--- src/rtl/skf_pkg.sv ---
// Shared types, widths and codes for the scalar keyframe interpolator.
// No dependencies; every other file in rtl/ imports this package.
package skf_pkg;

    // Default number of fraction bits of t and of the values
    localparam int FRAC_BITS_DEF = 16;

    localparam int TIME_W     = 32;
    localparam int VAL_W      = 32;
    localparam int MODE_W     = 2;
    localparam int IN_DATA_W  = 3 * TIME_W + 4 * VAL_W;
    localparam int OUT_DATA_W = VAL_W;

    // Interpolation modes
    localparam logic [MODE_W-1:0] MODE_LINEAR  = 2'd0;
    localparam logic [MODE_W-1:0] MODE_HOLD    = 2'd1;
    localparam logic [MODE_W-1:0] MODE_HERMITE = 2'd2;
    localparam logic [MODE_W-1:0] MODE_BEZIER  = 2'd3;

    // Saturation limits of the result
    localparam logic [VAL_W-1:0] SAT_MAX = 32'h7FFF_FFFF;
    localparam logic [VAL_W-1:0] SAT_MIN = 32'h8000_0000;

    // Key values and tangents carried down the pipe
    typedef struct packed {
        logic signed [VAL_W-1:0] left_value;
        logic signed [VAL_W-1:0] left_out_tangent;
        logic signed [VAL_W-1:0] right_in_tangent;
        logic signed [VAL_W-1:0] right_value;
    } vals_t;

    // Per-request control travelling with the data
    typedef struct packed {
        logic              bypass;   // equal key times or hold mode
        logic              t_zero;   // query at or before the span
        logic              t_one;    // query at or past the span end
        logic [MODE_W-1:0] mode;
    } tag_t;

endpackage

--- src/rtl/skf_pos.sv ---
// Position unit: key/query differences, span checks and a pipelined
// restoring divider giving one quotient bit per stage. Uses skf_pkg.
module skf_pos #(
    parameter int FRAC_BITS = skf_pkg::FRAC_BITS_DEF
) (
    input  logic                         clk,
    input  logic                         rst_n,
    input  logic                         en,
    input  logic                         in_valid,
    input  logic [skf_pkg::TIME_W-1:0]   query_time,
    input  logic [skf_pkg::TIME_W-1:0]   left_time,
    input  logic [skf_pkg::TIME_W-1:0]   right_time,
    input  skf_pkg::vals_t               in_vals,
    input  logic [skf_pkg::MODE_W-1:0]   in_mode,
    output logic                         out_valid,
    output logic [FRAC_BITS-1:0]         quot,
    output skf_pkg::tag_t                out_tag,
    output skf_pkg::vals_t               out_vals
);
    import skf_pkg::*;

    // Stage 1: signed 33-bit differences
    logic                valid1_reg;
    logic signed [32:0]  dq_reg, dk_reg;
    logic signed [32:0]  dq_next, dk_next;
    tag_t                tag1_reg, tag1_next;
    vals_t               vals1_reg;

    assign dq_next = {1'b0, query_time} - {1'b0, left_time};
    assign dk_next = {1'b0, right_time} - {1'b0, left_time};

    always_comb
    begin
        tag1_next        = '0;
        tag1_next.bypass = (left_time == right_time) || (in_mode == MODE_HOLD);
        tag1_next.mode   = in_mode;
    end

    always_ff @(posedge clk or negedge rst_n)
    begin
        if (!rst_n)
            valid1_reg <= 1'b0;
        else if (en)
            valid1_reg <= in_valid;
    end

    always_ff @(posedge clk)
    begin
        if (en)
        begin
            dq_reg    <= dq_next;
            dk_reg    <= dk_next;
            tag1_reg  <= tag1_next;
            vals1_reg <= in_vals;
        end
    end

    // Stage 2: magnitudes and the before-span check
    logic               valid2_reg;
    logic [TIME_W-1:0]  aq_reg, ak_reg;
    logic [32:0]        aq_full, ak_full;
    tag_t               tag2_reg, tag2_next;
    vals_t              vals2_reg;

    assign aq_full = dq_reg[32] ? (33'd0 - dq_reg) : dq_reg;
    assign ak_full = dk_reg[32] ? (33'd0 - dk_reg) : dk_reg;

    always_comb
    begin
        tag2_next        = tag1_reg;
        tag2_next.t_zero = (dq_reg == 33'd0) || (dq_reg[32] != dk_reg[32]);
    end

    always_ff @(posedge clk or negedge rst_n)
    begin
        if (!rst_n)
            valid2_reg <= 1'b0;
        else if (en)
            valid2_reg <= valid1_reg;
    end

    always_ff @(posedge clk)
    begin
        if (en)
        begin
            aq_reg    <= aq_full[TIME_W-1:0];
            ak_reg    <= ak_full[TIME_W-1:0];
            tag2_reg  <= tag2_next;
            vals2_reg <= vals1_reg;
        end
    end

    // Divider pipe; index 0 is the setup stage, index FRAC_BITS the last bit
    logic                 dv_valid_reg [0:FRAC_BITS];
    logic [TIME_W-1:0]    rem_reg      [0:FRAC_BITS];
    logic [TIME_W-1:0]    div_reg      [0:FRAC_BITS];
    logic [FRAC_BITS-1:0] quo_reg      [0:FRAC_BITS];
    tag_t                 dv_tag_reg   [0:FRAC_BITS];
    vals_t                dv_vals_reg  [0:FRAC_BITS];

    // Stage 3: past-span check; saturated cases start with a zero remainder
    tag_t tag3_next;

    always_comb
    begin
        tag3_next       = tag2_reg;
        tag3_next.t_one = !tag2_reg.t_zero && (aq_reg >= ak_reg);
    end

    always_ff @(posedge clk or negedge rst_n)
    begin
        if (!rst_n)
            dv_valid_reg[0] <= 1'b0;
        else if (en)
            dv_valid_reg[0] <= valid2_reg;
    end

    always_ff @(posedge clk)
    begin
        if (en)
        begin
            rem_reg[0]     <= (tag3_next.t_zero || tag3_next.t_one) ? '0 : aq_reg;
            div_reg[0]     <= ak_reg;
            quo_reg[0]     <= '0;
            dv_tag_reg[0]  <= tag3_next;
            dv_vals_reg[0] <= vals2_reg;
        end
    end

    // One quotient bit per stage
    for (genvar i = 0; i < FRAC_BITS; i++)
    begin : g_div
        logic [33:0] trial;
        logic        fits;

        assign trial = {1'b0, rem_reg[i], 1'b0} - {2'b00, div_reg[i]};
        assign fits  = !trial[33];

        always_ff @(posedge clk or negedge rst_n)
        begin
            if (!rst_n)
                dv_valid_reg[i+1] <= 1'b0;
            else if (en)
                dv_valid_reg[i+1] <= dv_valid_reg[i];
        end

        always_ff @(posedge clk)
        begin
            if (en)
            begin
                rem_reg[i+1]     <= fits ? trial[TIME_W-1:0] : {rem_reg[i][TIME_W-2:0], 1'b0};
                div_reg[i+1]     <= div_reg[i];
                quo_reg[i+1]     <= {quo_reg[i][FRAC_BITS-2:0], fits};
                dv_tag_reg[i+1]  <= dv_tag_reg[i];
                dv_vals_reg[i+1] <= dv_vals_reg[i];
            end
        end
    end

    assign out_valid = dv_valid_reg[FRAC_BITS];
    assign quot      = quo_reg[FRAC_BITS];
    assign out_tag   = dv_tag_reg[FRAC_BITS];
    assign out_vals  = dv_vals_reg[FRAC_BITS];

endmodule

--- config.mk ---
export PLATFORM = sky130hd
export DESIGN_NAME = skf_pos
export DESIGN_NICKNAME = d
export VERILOG_FILES = /design/src/rtl/skf_pkg.sv /design/src/rtl/skf_pos.sv
export SDC_FILE = /design/constraint.sdc
export NUM_CORES = 2
export LEC_CHECK = 0
export CORE_ASPECT_RATIO = 1.75
export CORE_MARGIN = 5
export CORE_UTILIZATION = 61
export DETAILED_ROUTE_END_ITERATION = 7
export DONT_BUFFER_PORTS = 1
export PLACE_DENSITY_LB_ADDON = 0.3
export SKIP_LAST_GASP = 1
export SYNTH_ARGS = -nofsm -noshare
export SYNTH_HDL_FRONTEND = slang
export SYNTH_SLANG_ARGS = --single-unit
export TNS_END_PERCENT = 20
--- constraint.sdc ---
create_clock -name clk -period 4.9 [get_ports clk]
set_input_delay 0.245 -clock clk [delete_from_list [all_inputs] [get_ports clk]]
set_output_delay 0.245 -clock clk [all_outputs]
set_load 0.005 [all_outputs]
# Word-level counts from Yosys, hierarchy flattened

Memory sizes are Yosys's and may differ from the RTL's.
Cells that the tools add are included.
Widths: inputs -> output; s select.

Memories: 5
Memory bits (read-only): 0
Bits in latches: 0
Register bits after elaboration: 412
Logic and storage cells: 108
Input port bits: 230
Memory bits (writable): 3,621

Memory list:

| memory      | depth | width | read ports | clocked after memory_dff | write ports | RTL line      | RTL |
|---|---|---|---|---|---|---|---|
| dv_vals_reg | 17    | 128   | 17         | 0                        | 17          | skf_pos.sv:99 | `vals_t dv_vals_reg [0:FRAC_BITS];` |
| div_reg     | 17    | 32    | 16         | 0                        | 17          | skf_pos.sv:96 | `logic [TIME_W-1:0] div_reg [0:FRAC_BITS];` |
| rem_reg     | 17    | 32    | 16         | 0                        | 17          | skf_pos.sv:95 | `logic [TIME_W-1:0] rem_reg [0:FRAC_BITS];` |
| quo_reg     | 17    | 16    | 17         | 0                        | 17          | skf_pos.sv:97 | `logic [FRAC_BITS-1:0] quo_reg [0:FRAC_BITS];` |
| dv_tag_reg  | 17    | 5     | 17         | 0                        | 17          | skf_pos.sv:98 | `tag_t dv_tag_reg [0:FRAC_BITS];` |

Multiplexer cells: 21
Bitwise logic cells: 0
Order comparisons: 1
Multipliers: 0
Add/sub/neg operators: 20
Div/mod/pow operators: 0
Shift-type cells: 0
Eq/ne operators: 3
Reduce and logical (&&, ||, !) cells: 22

Operators with widths:

| cell                  | number |
|---|---|
| $mux 32               | 19 |
| $sub 33x32->34        | 16 |
| $sub 32x32->33        | 2 |
| $sub 1x32->32 const A | 2 |
| $logic_not 33->1      | 1 |
| $eq 32x32->1          | 1 |
| $ge 32x32->1          | 1 |
| $logic_not 1->1       | 17 |
| $logic_or 1x1->1      | 3 |
| $eq 2x1->1 const B    | 1 |
| $mux 1                | 2 |
| $logic_and 1x1->1     | 1 |
| $ne 1x1->1            | 1 |

# Longest topological paths before layout

Depth after elaboration: 4
Depth in mapped cells: 15

# Least setup slack after synthesis

OpenSTA, ideal clock, no wires.

Path kind: register -> register
Start point: register dq_reg[6]
End point: register tag2_reg[3] (netlist name), data pin
Cell stages (with the launch flop): 10
Slack: 1,201 ps
Data arrival time: 3,559 ps
Buffers on the path: 0
Clock period less this slack: 3,699 ps
Cells stage by stage: edfxtp_1 > or4_4 > or3_4 > or3_4 > or4_4 > nand2b_4 > or4_4 > or4_4 > or3_1 > a21oi_2

RTL lines:

| what                     | RTL line      | RTL |
|---|---|---|
| start: declaration       | skf_pos.sv:24 | `logic signed [32:0] dq_reg, dk_reg;` |
| start signal: assignment | skf_pos.sv:51 | `dq_reg <= dq_next;` |
| end signal: assignment   | skf_pos.sv:88 | `tag2_reg <= tag2_next;` |
| end: declaration         | skf_pos.sv:62 | `tag_t tag2_reg, tag2_next;` |

==> implementation parameters <==
Parameter                              Value

Timing
  Final-layout setup total negative slack ... 0 ns
  RSZ-0062 raised after global routing ... yes
  Measured slew at the worst slew-check pin ... 1.42 ns
  Clock period minus final worst setup slack ... 4.89 ns
  Max frequency ... 0.204 GHz
  Final setup margin ... 0.00801 ns
  Worst hold margin ... 0.0316 ns
  Setup violations, final ... 0
  Slew margin rel. ... 5.11%
  Final worst clock skew ... 0.0623 ns
  Final-report max-slew violation count ... 0
  Count of final hold-check violations ... 0
  Period utilisation layout ... 99.8%

Run status
  Outcome ... finished clean

Synthesis
  Dominant cells by area after synthesis ... edfxtp_1, ha_1, xnor2_1
  Synthesized area divided by synthesized cell count ... 16.2 sq um
  Gate count of the mapped netlist ... 9367
  Predominant post-synthesis flop cell ... edfxtp_1
  Number of storage elements in the synthesis netlist ... 3833
  Most frequently used cell type in the post-synthesis netlist ... edfxtp_1
  Share of async-settable or async-resettable flops after synthesis ... 0.496%
  Total standard cell area after synthesis ... 152000 sq um
  Synth cell types ... 79
  Number of flops mapped to enable cells by yosys ... 3814
  Yosys top cell area share ... 75.3%
  Syn. warnings ... 0
  Cell type with the highest aggregate area in the netlist ... edfxtp_1
  Mapped Nets ... 10200
  Sequential element share of the synthesized area ... 75.6%
  Top cells by count, synth ... edfxtp_1, inv_1, ha_1

Worst hold path
  Worst hold path type ... primary input to flop
  Cell count of the worst hold path ... 1
  WHS Endpoint ... dv_vals_reg[0][422]$_DFFE_PP_
  Hold Path Origin ... en

Placed design
  Worst setup slack before clock tree synthesis ... -1.52 ns
  Instance area after placement ... 156000 sq um
  Weighted congestion reported at the end of routability-driven placement ... 0.915
  Sum of net half-perimeters after detailed placement ... 158 mm
  Number of input and output port buffers inserted ... 0

Setup path
  Worst setup EP type ... flop
  Maximum fanout along the worst path ... 34
  Max stage delay on crit path ... 0.92 ns
  Arrival time of the worst setup path ... 5.44 ns
  Worst R2R Start ... rem_reg[0][209]$_DFFE_PP_
  Critical path class ... flop to flop
  Endpoint of the most critical register-to-register path ... rem_reg[0][248]$_DFFE_PP_
  Startpoint type of the worst setup path ... flop
  Slowest cell on crit path ... o211ai_1
  Register-to-Register Setup Slack ... 0.008 ns
  Required time of the critical path ... 5.45 ns
  Length in cells of the worst reg-to-reg path ... 13
  Critical path, cell by cell ... ha_1 > a21oi_1 > o21ai_0 > a2111o_1 > a31oi_1 > o21ai_0 > or3_1 > o211ai_1 > nand2_1 > buf_12 > buf_4 > nor2_1 > a21oi_1

Power
  Internal power contribution ... 0.0673 W
  Pwr Density ... 553 nW/um^2
  Gate power share ... 25.9%
  Leak pwr ... 63.5 nW
  Part of the total power dissipated in the clock network ... 27.6%
  Switching Power ... 0.0270 W
  Switching power as a share of total power ... 28.6%
  Maximum VDD drop ... 0.423 mV
  Sequential share of power ... 46.5%

Clocking
  Number of sinks driven by the clock tree ... 3833
  Clock-pin slew on the worst setup and hold paths ... 0.07 ns
  CTS buffer count ... 334
  Clock tree from TritonCTS ... done
  Largest buffer count on any clock path ... 4
  Buffer count from post-CTS setup fixing ... 0
  Later-pin clock latency in the skew report ... 0.85 ns
  Clock root cell ... clkbuf_16
  H-tree depth ... 5

Detailed routing
  Vias per cell ... 5.58
  Number of optimization iterations in the first detailed-route pass ... 8
  Wire length per cell ... 19.1 microns
  Routed via count ... 75000
  Total wirelength of the detailed-routed design ... 257 mm
  Starting DRC count in detailed routing ... 4222
  Residual antenna-violating net count after detailed routing ... 0
  Post-route DRC ... 0

Floorplanning
  Die Footprint ... 260000 sq um
  Initial Util ... 61.3%
  Width of the chip ... 387 microns
  Std-Cell Core Area ... 248000 sq um
  Number of primary I/O pins ... 380
  Standard-cell rows ... 242
  Die height ... 671 microns

GRT
  Maximum number of pins on one net before global-route repair ... 320
  Global-route wire length before repair ... 411 mm
  GRT Total Usage ... 19.6%
  Grt total ovfl ... 0
  Number of global-route vias before repair ... 80200
  Antenna violations before repair ... 2

Job
  Max capacitance violation total ... 0

Cells and area
  Flip-flop count of the largest register, all copies and words added ... 2176
  Post-synthesis to final-layout area growth ... 12.2%
  Final core utilization ... 68.7%
  Share of cells above drive strength 1 ... 8.23%
  Final Cell Area ... 171000 sq um
  Final #Nets ... 10700
layer usage:
metal  routed length, microns  up-vias  global-route usage (%)
li1                         -    36200                       -
met1                    88000    36600                    19.7
met2                   147000     1608                    39.3
met3                     8900      679                    2.66
met4                    12600        0                    8.97
met5                        0        -                       0
logic make-up after synthesis:
kind of cell             after synthesis  synth area share, %
AO/OA/AOI/OAI                       1774                 7.29
AND/OR/NAND/NOR                     1374                 4.34
flip-flops                          3833                 75.6
buffers and inverters               1017                 2.87
adder cells (fa/ha/maj)              611                 5.11
XOR/XNOR                             505                 2.91
multiplexers                         253                 1.86
final cells by class:
cell class | instances | area (sq um)
antenna | 3 | 7.51
clock buffer | 408 | 8770
sequential | 3833 | 115000
multi-input combinational | 4517 | 32800
fill | 15800 | 77700
inverter | 744 | 2790
tap | 3294 | 4120
timing repair buffer | 478 | 5190
clock inverter | 183 | 1960
how the worst max path moves through the flow:
| stage | start | endpoint | slack, ns | depth (start not counted) |
|---|---|---|---|---|
| 3_5_place_dp | en | dv_vals_reg[0][1005]$_DFFE_PP_ | -1.52 | 6 |
| 6_report | rem_reg[0][209]$_DFFE_PP_ | rem_reg[0][248]$_DFFE_PP_ | 0.008 | 13 |
| 3_3_place_gp | en | dv_vals_reg[0][2166]$_DFFE_PP_ | -1.36 | 6 |
| 4_1_cts | en | dv_vals_reg[0][1526]$_DFFE_PP_ | 0.05 | 6 |
| 5_1_grt | div_reg[0][193]$_DFFE_PP_ | rem_reg[0][247]$_DFFE_PP_ | -0.08 | 15 |
| 2_1_floorplan | dq_reg[6]$_DFFE_PP_ | tag2_reg[3]$_DFFE_PP_ | 1.20 | 9 |
cells in the final DEF, fill, tap and decap left out, drive strengths merged, types with 328 or more instances in the layout:
cell,n
edfxtp,3814
inv,755
ha,594
a21oi,524
o21ai,451
nand2,420
clkbuf,411
dlygate4sd3,401
nor2,373
xnor2,328
power by group through the flow:
stage	Sequential, W	Combinational, W	Clock (W)
3_3_place_gp	0.0443	0.0229	0
3_5_place_dp	0.0445	0.0237	0
2_1_floorplan	0.0436	0.0180	0
5_1_grt	0.0442	0.0271	0.0283
6_report	0.0438	0.0245	0.0260
4_1_cts	0.0438	0.0243	0.0268
critical path: cells and delay by family, from the launching register on:
kind / cells / cell delay [ns]
AND/OR/NAND/NOR: 3 / 0.97
AO/OA/AOI/OAI: 7 / 2.33
adder cells (fa/ha/maj): 1 / 0.39
buffers and inverters: 2 / 0.50
flip-flops: 1 / 0.40
stage by stage:
stage          cells  total power, W
2_1_floorplan   9367          0.0616
3_3_place_gp   12500          0.0672
3_5_place_dp   12500          0.0682
4_1_cts        13500          0.0950
5_1_grt        13500          0.0995
6_report       13500          0.0944
timing repair:
item	4_1_cts	5_1_grt
endpoints found under the hold margin	370	0
hold buffers	402	0
endpoints found under the setup margin	547	557
resized for setup	0	0
gates cloned	1	3
Note: power is estimated with default switching activity, not from simulation.
