[config.mk]
export PLATFORM = sky130hd
export DESIGN_NAME = skf_wgt
export DESIGN_NICKNAME = d
export VERILOG_FILES = /design/src/rtl/skf_pkg.sv /design/src/rtl/skf_wgt.sv
export SDC_FILE = /design/constraint.sdc
export NUM_CORES = 2
export LEC_CHECK = 0
export BUFFER_PORTS_ARGS = -buffer_cell sky130_fd_sc_hd__buf_2
export CORE_MARGIN = 1.5
export CORE_UTILIZATION = 35
export DETAILED_ROUTE_END_ITERATION = 12
export PLACE_DENSITY = 0.46
export SLEW_MARGIN = 20
export SYNTH_ARGS = -nofsm -noshare
export SYNTH_HDL_FRONTEND = slang
export SYNTH_SLANG_ARGS = --single-unit
[constraint.sdc]
create_clock -name clk -period 10 [get_ports clk]
set_input_delay 3 -clock clk [delete_from_list [all_inputs] [get_ports clk]]
set_output_delay 3 -clock clk [all_outputs]
set_load 0.02 [all_outputs]
[src/rtl/skf_pkg.sv]
// Shared types, widths and codes for the scalar keyframe interpolator.
// No dependencies; every other file in rtl/ imports this package.
package skf_pkg;

    // Default number of fraction bits of t and of the values
    localparam int FRAC_BITS_DEF = 16;

    localparam int TIME_W     = 32;
    localparam int VAL_W      = 32;
    localparam int MODE_W     = 2;
    localparam int IN_DATA_W  = 3 * TIME_W + 4 * VAL_W;
    localparam int OUT_DATA_W = VAL_W;

    // Interpolation modes
    localparam logic [MODE_W-1:0] MODE_LINEAR  = 2'd0;
    localparam logic [MODE_W-1:0] MODE_HOLD    = 2'd1;
    localparam logic [MODE_W-1:0] MODE_HERMITE = 2'd2;
    localparam logic [MODE_W-1:0] MODE_BEZIER  = 2'd3;

    // Saturation limits of the result
    localparam logic [VAL_W-1:0] SAT_MAX = 32'h7FFF_FFFF;
    localparam logic [VAL_W-1:0] SAT_MIN = 32'h8000_0000;

    // Key values and tangents carried down the pipe
    typedef struct packed {
        logic signed [VAL_W-1:0] left_value;
        logic signed [VAL_W-1:0] left_out_tangent;
        logic signed [VAL_W-1:0] right_in_tangent;
        logic signed [VAL_W-1:0] right_value;
    } vals_t;

    // Per-request control travelling with the data
    typedef struct packed {
        logic              bypass;   // equal key times or hold mode
        logic              t_zero;   // query at or before the span
        logic              t_one;    // query at or past the span end
        logic [MODE_W-1:0] mode;
    } tag_t;

endpackage

[src/rtl/skf_wgt.sv]
// Weight unit: powers of t and s with rounding, then the four per-mode
// basis weights in signed fixed point. Uses skf_pkg.
module skf_wgt #(
    parameter int FRAC_BITS = skf_pkg::FRAC_BITS_DEF
) (
    input  logic                        clk,
    input  logic                        rst_n,
    input  logic                        en,
    input  logic                        in_valid,
    input  logic [FRAC_BITS-1:0]        quot,
    input  skf_pkg::tag_t               in_tag,
    input  skf_pkg::vals_t              in_vals,
    output logic                        out_valid,
    output logic signed [FRAC_BITS+3:0] w0,
    output logic signed [FRAC_BITS+3:0] w1,
    output logic signed [FRAC_BITS+3:0] w2,
    output logic signed [FRAC_BITS+3:0] w3,
    output skf_pkg::vals_t              out_vals
);
    import skf_pkg::*;

    localparam int T_W  = FRAC_BITS + 1;
    localparam int W_W  = FRAC_BITS + 4;
    localparam int PP_W = 2 * T_W;
    localparam int Q_W  = 2 * T_W + 2;

    localparam logic [T_W-1:0]  ONE_T   = {1'b1, {FRAC_BITS{1'b0}}};
    localparam logic [PP_W-1:0] HALF_PP = {{(PP_W-FRAC_BITS){1'b0}}, 1'b1, {(FRAC_BITS-1){1'b0}}};
    localparam logic [Q_W-1:0]  HALF_Q  = {{(Q_W-FRAC_BITS){1'b0}}, 1'b1, {(FRAC_BITS-1){1'b0}}};
    localparam logic signed [W_W-1:0] ONE_W = {3'b000, ONE_T};

    function automatic logic signed [W_W-1:0] to_w(input logic [T_W-1:0] x);
        return $signed({{(W_W-T_W){1'b0}}, x});
    endfunction

    // Stage A: t with span saturation, s = 1 - t
    logic            va_reg;
    logic [T_W-1:0]  ta_reg, sa_reg, ta_next;
    tag_t            taga_reg;
    vals_t           valsa_reg;

    assign ta_next = in_tag.t_one  ? ONE_T :
                     in_tag.t_zero ? '0    : {1'b0, quot};

    always_ff @(posedge clk or negedge rst_n)
    begin
        if (!rst_n)
            va_reg <= 1'b0;
        else if (en)
            va_reg <= in_valid;
    end

    always_ff @(posedge clk)
    begin
        if (en)
        begin
            ta_reg    <= ta_next;
            sa_reg    <= ONE_T - ta_next;
            taga_reg  <= in_tag;
            valsa_reg <= in_vals;
        end
    end

    // Stage B: squares
    logic            vb_reg;
    logic [T_W-1:0]  tb_reg, sb_reg, t2b_reg, s2b_reg;
    logic [PP_W-1:0] ptt, pss, rtt, rss;
    tag_t            tagb_reg;
    vals_t           valsb_reg;

    assign ptt = PP_W'(ta_reg) * PP_W'(ta_reg);
    assign pss = PP_W'(sa_reg) * PP_W'(sa_reg);
    assign rtt = ptt + HALF_PP;
    assign rss = pss + HALF_PP;

    always_ff @(posedge clk or negedge rst_n)
    begin
        if (!rst_n)
            vb_reg <= 1'b0;
        else if (en)
            vb_reg <= va_reg;
    end

    always_ff @(posedge clk)
    begin
        if (en)
        begin
            tb_reg    <= ta_reg;
            sb_reg    <= sa_reg;
            t2b_reg   <= rtt[FRAC_BITS +: T_W];
            s2b_reg   <= rss[FRAC_BITS +: T_W];
            tagb_reg  <= taga_reg;
            valsb_reg <= valsa_reg;
        end
    end

    // Stage C: cubes and the two Bezier cross terms
    logic            vc_reg;
    logic [T_W-1:0]  tc_reg, sc_reg, t2c_reg, t3c_reg, s3c_reg, b1c_reg, b2c_reg;
    logic [T_W+1:0]  t_x3, t2_x3;
    logic [PP_W-1:0] pt3, ps3, rt3, rs3;
    logic [Q_W-1:0]  pb1, pb2, rb1, rb2;
    tag_t            tagc_reg;
    vals_t           valsc_reg;

    assign t_x3  = {2'b00, tb_reg} + {1'b0, tb_reg, 1'b0};
    assign t2_x3 = {2'b00, t2b_reg} + {1'b0, t2b_reg, 1'b0};
    assign pt3   = PP_W'(t2b_reg) * PP_W'(tb_reg);
    assign ps3   = PP_W'(s2b_reg) * PP_W'(sb_reg);
    assign pb1   = Q_W'(t_x3) * Q_W'(s2b_reg);
    assign pb2   = Q_W'(t2_x3) * Q_W'(sb_reg);
    assign rt3   = pt3 + HALF_PP;
    assign rs3   = ps3 + HALF_PP;
    assign rb1   = pb1 + HALF_Q;
    assign rb2   = pb2 + HALF_Q;

    always_ff @(posedge clk or negedge rst_n)
    begin
        if (!rst_n)
            vc_reg <= 1'b0;
        else if (en)
            vc_reg <= vb_reg;
    end

    always_ff @(posedge clk)
    begin
        if (en)
        begin
            tc_reg    <= tb_reg;
            sc_reg    <= sb_reg;
            t2c_reg   <= t2b_reg;
            t3c_reg   <= rt3[FRAC_BITS +: T_W];
            s3c_reg   <= rs3[FRAC_BITS +: T_W];
            b1c_reg   <= rb1[FRAC_BITS +: T_W];
            b2c_reg   <= rb2[FRAC_BITS +: T_W];
            tagc_reg  <= tagb_reg;
            valsc_reg <= valsb_reg;
        end
    end

    // Stage D: basis weights per mode; bypass puts full weight on left_value
    logic                  vd_reg;
    logic signed [W_W-1:0] w0_reg, w1_reg, w2_reg, w3_reg;
    logic signed [W_W-1:0] w0_next, w1_next, w2_next, w3_next;
    logic signed [W_W-1:0] tw, t2w, t3w;
    vals_t                 valsd_reg;

    assign tw  = to_w(tc_reg);
    assign t2w = to_w(t2c_reg);
    assign t3w = to_w(t3c_reg);

    always_comb
    begin
        w0_next = ONE_W;
        w1_next = '0;
        w2_next = '0;
        w3_next = '0;
        if (!tagc_reg.bypass)
        begin
            case (tagc_reg.mode)
                MODE_LINEAR:
                begin
                    w0_next = to_w(sc_reg);
                    w3_next = tw;
                end
                MODE_HERMITE:
                begin
                    w0_next = ONE_W - (t2w + t2w + t2w) + (t3w + t3w);
                    w1_next = t3w - (t2w + t2w) + tw;
                    w2_next = t3w - t2w;
                    w3_next = (t2w + t2w + t2w) - (t3w + t3w);
                end
                MODE_BEZIER:
                begin
                    w0_next = to_w(s3c_reg);
                    w1_next = to_w(b1c_reg);
                    w2_next = to_w(b2c_reg);
                    w3_next = t3w;
                end
                default:
                begin
                    w0_next = ONE_W;
                end
            endcase
        end
    end

    always_ff @(posedge clk or negedge rst_n)
    begin
        if (!rst_n)
            vd_reg <= 1'b0;
        else if (en)
            vd_reg <= vc_reg;
    end

    always_ff @(posedge clk)
    begin
        if (en)
        begin
            w0_reg    <= w0_next;
            w1_reg    <= w1_next;
            w2_reg    <= w2_next;
            w3_reg    <= w3_next;
            valsd_reg <= valsc_reg;
        end
    end

    assign out_valid = vd_reg;
    assign w0        = w0_reg;
    assign w1        = w1_reg;
    assign w2        = w2_reg;
    assign w3        = w3_reg;
    assign out_vals  = valsd_reg;

endmodule

Word-level counts from Yosys, hierarchy flattened
Cells that the tools add are included.

storage, ports and cells
  bits in registers = 826
  bits in latches = 0
  memory bits (writable) = 0
  memory bits (read-only) = 0
  input port bits = 153
  output and inout port bits = 209
  logic and storage cells = 76
  memories = 0

operators by class
  add/subtract/negate cells = 18
  multipliers = 6
  div/mod/pow operators = 0
  magnitude comparators = 0
  equality and inequality tests = 2
  shift-type cells = 0
  muxes and demuxes = 6
  bitwise operators = 0
  reductions and logical operators = 1

operators with widths
  operator                                                               count
  33-bit by 16-bit adder with 33-bit output (second input constant)      6
  17-bit by 17-bit multiplier with 33-bit output                         4
  20-bit one-hot mux with 3 select lines                                 2
  20-bit one-hot mux with 2 select lines                                 2
  19-bit by 17-bit multiplier with 33-bit output                         2
  17-bit by 18-bit adder with 19-bit output                              2
  17-bit by 17-bit adder with 18-bit output                              2
  20-bit by 18-bit adder with 20-bit output                              1
  20-bit adder                                                           1
  18-bit by 20-bit subtractor with 20-bit output                         1
  18-bit by 20-bit subtractor with 20-bit output (first input constant)  1
  19-bit by 18-bit subtractor with 20-bit output                         1
  18-bit by 17-bit adder with 19-bit output                              1
  17-bit by 17-bit subtractor with 18-bit output                         1
  17-bit two-way mux                                                     1
  17-bit subtractor (first input constant)                               1
  16-bit two-way mux                                                     1
  2-bit == test (second input constant)                                  2
  2-bit zero test                                                        1

Longest topological paths before layout
  depth after elaboration = 5
  depth in mapped cells = 35
  mapped depth without buffers = 35

Worst setup path before layout
OpenSTA, ideal clock, no wires.

  path type = flip-flop to flip-flop
  from = register t2b_reg[1]
  to = register b2c_reg[16], data pin
  library setup time = 268 ps
  arrival time = 8102 ps
  required time = 9732 ps
  path slack = 1631 ps
  stages on the path, launching flop included = 33
  path buffers = 1
  period minus slack after synthesis = 8369 ps
  cells stage by stage = edfxtp_1 -> ha_1 -> fa_1 -> a21o_1 -> a21oi_1 -> nor2b_1 -> o21ai_1 -> o211a_1 -> a21oi_1 -> a211oi_1 -> xnor2_1 -> clkbuf_1 -> nand2_1 -> fa_1 -> fa_1 -> fa_1 -> inv_1 -> fa_1 -> fa_1 -> inv_1 -> fa_1 -> inv_1 -> ha_1 -> and4_1 -> nand4_1 -> or2_2 -> o21ai_1 -> a211oi_2 -> a21oi_1 -> nor3_1 -> o21bai_1 -> xnor2_1 -> xnor3_1

between the ends
  word-level cells in the longest chain between the ends = 3

ends and longest elaborated chain
  what                                            line            source
  start: declaration                              skf_wgt.sv:66   logic [T_W-1:0] tb_reg, sb_reg, t2b_reg, s2b_reg;
  start signal: assignment                        skf_wgt.sv:90   t2b_reg <= rtt[FRAC_BITS +: T_W];
  17-bit by 18-bit adder with 19-bit output       skf_wgt.sv:107  assign t2_x3 = {2'b00, t2b_reg} + {1'b0, t2b_reg, 1'b0};
  19-bit by 17-bit multiplier with 33-bit output  skf_wgt.sv:111  assign pb2 = Q_W'(t2_x3) * Q_W'(sb_reg);
  33-bit by 16-bit adder with 33-bit output       skf_wgt.sv:115  assign rb2 = pb2 + HALF_Q;
  net rb2[32]                                     skf_wgt.sv:102  logic [Q_W-1:0] pb1, pb2, rb1, rb2;
  end signal: assignment                          skf_wgt.sv:135  b2c_reg <= rb2[FRAC_BITS +: T_W];
  end: declaration                                skf_wgt.sv:99   logic [T_W-1:0] tc_reg, sc_reg, t2c_reg, t3c_reg, s3c_reg, b1c_reg, b2c_reg;

The timed path passes the listed nets, and every way through them passes these cells.
A chain may end at the register's enable or synchronous reset.

Worst setup path after layout
Same ends and word-level chain as after synthesis.

==> metrics <==
TNS Setup 0 ns; clk buf depth 3; syn_area_per_cell 10.8 sq um; FP Rows 181; Cell Area, Placed between 90000 and 100000 sq um; Filler cells around 24k; Area growth syn-to-layout 10.9%; synthesized flop and latch total 821; # port buffers roughly 360; initial antenna violation count 14; Slew Viols, Final 0; Tot GR Track Use a little under a fifth; Final min period approximately 9.5 ns; Post-Syn Area ~85000 sq um; maximum clock rate about 0.11 GHz; Crit path max-delay family adder cells; endpoints failing hold 0; worst setup path endpoint b2c_reg[16]; RSZ-0062 raised after global routing false; Critical Path End Type flip-flop; Worst EP required 10.47 ns; Post-synth ARST share less than 1%; Hold Crit Class flip-flop to flip-flop; DRT antenna net count 0; initial drt markers 3200; synth cell count leaders 1843 x inv_1, 1357 x fa_1, 836 x nand2_1, 817 x edfxtp_1, 791 x ha_1; critical path peak fanout 11; WP data arrival roughly 9.9 ns; count of TritonRoute iterations in the first routing pass 5; Synth area leaders fa_1 32%, edfxtp_1 29%, ha_1 12%; total global routing overflow 0; vias in the first global route ~59k; Yosys top cell by area fa_1; most common cell in the netlist inv_1; Post-CTS Setup Inserts 0; Setup Crit Path Kind flip-flop to flip-flop; Initial Utilization around a third; Startpoint Class flip-flop; most frequent CP cell fa_1; area of the die between 200000 and 250000 sq um; Worst-Skew Late Latency 0.76 ns; post-CTS sizing 0; Worst-Margin Slew 1.15 ns; Mapped Nets just over 10k; core area about 240000 sq um; Root Driver clkbuf_16; warnings from Yosys 0; IO Count ~360; global-route wire length before repair 359000 um; H-Tree Depth 3; Final HPWL DP 179000 um; final layout net count between 10k and 15k; EDFF count, synth ~800; CTS tree built; Reg-to-Reg Start t2b_reg[1]; gpl congestion ~0.86; Top FF cell, synth edfxtp_1; Syn Inst Count approximately 8k; Sink Count roughly 820; Final Cycle Share 94.7%; hold-fix buffers at CTS 0; worst clock skew just under 0.06 ns; Via Count 54.8k; reg2reg setup slack ~0.53 ns; Yosys top cell area share between 30% and 40%; final wirelength about 230000 um; register area share after synthesis between 20 and 30%; DRC 0; chip width 497 um; Worst Setup SP t2b_reg[1]; share of post-route cells with drive strength above 1 under 10%; Reg2Reg Depth 32; Worst path max stage delay approximately 0.63 ns; Reg2Reg Capture Point b2c_reg[16]; CP Depth 32; status finished clean; CP Buf/Inv Count 4; Clock transition at path regs about 0.060 ns; CTS Buf Count 95; routed len/inst around 20 um; pin count of the biggest net entering global routing 152; DR vias/cell between 4 and 5; worst setup margin approximately 0.53 ns; final instance area roughly 95000 sq um; Slew HR between 20 and 25%; DIE HEIGHT approximately 500 um; unique cell type count in the Yosys netlist ~80; pre-CTS setup slack 0.292 ns; total of max-cap violations 0; Final setup viols 0; CP max stage cell edfxtp_1
## worst min path at each step
stage / start / to / cells past startpoint
2_1_floorplan: valsc_reg[0] / out_vals[0] / 0
3_3_place_gp: valsc_reg[88] / out_vals[88] / 0
3_5_place_dp: valsc_reg[107] / out_vals[107] / 0
4_1_cts: valsa_reg[60] / valsb_reg[60] / 0
5_1_grt: valsc_reg[85] / out_vals[85] / 0
6_report: valsc_reg[32] / out_vals[32] / 0
## kinds of logic after synthesis
group | share of synthesized area [%]
adders and majority gates | 43.4
buffers and inverters | 9.30
and+or+nand+nor | 11.9
DFF | 28.8
AOI/OAI and AO/OA | 4.07
xor gates and xnor gates | 2.33
muxes | 0.221
## per-stage QoR
| step | utilization [%] | instances | hold WS [ns] |
|---|---|---|---|
| 6_report | 39.0 | 11600 | 0.401 |
| 5_1_grt | 39.0 | 11600 | 0.403 |
| 4_1_cts | 39.0 | 11600 | 0.404 |
| 3_5_place_dp | 37.7 | 11400 | 0.405 |
| 3_3_place_gp | 37.7 | 11400 | 0.400 |
| 2_1_floorplan | - | 7928 | 0.400 |
## placed cells by master (no fill, tap or decap), types with 23 or more instances in the layout
master     netlist  layout
edfxtp_1       817     817
buf_4            2     143
nand2b_1        28      27
xnor2_1        167     164
nor2b_1         64      64
a21o_1          44      44
nor2_1         229     227
xor2_1          55      55
fa_1          1357    1357
o21ai_0        106     106
and2_1         713     713
nand3_1         41      41
o21a_1          42      42
a211oi_1        23      23
inv_1         1843    1843
nand2_1        836     836
clkbuf_16        0      95
buf_2            0     360
nor3_1          63      63
a21oi_1        152     152
ha_1           791     791
## area by class of cell
class / instances / area [sq um] / share of cell area (%)
sequential: 821 / 24600 / 26.0
inverter: 1844 / 6920 / 7.30
clock buffer: 112 / 2440 / 2.58
clock inverter: 67 / 691 / 0.729
tap: 3202 / 4010 / 4.23
multi-input combinational: 4990 / 52900 / 55.9
timing repair buffer: 516 / 3130 / 3.30
antenna: 4 / 10.0 / 0.0106
## metal layers
metal / wire length (um) / GRT usage, % / up-vias
li1: - / - / 25100
met1: 106000 / 26.3 / 28100
met2: 108000 / 31.2 / 1299
met3: 13000 / 2.97 / 269
met4: 6220 / 5.26 / 6
met5: 52 / 0 / -
Power is left out: the tool's default activity adds up to more than one toggle a clock period on the data nets, which glitch-free logic cannot reach.
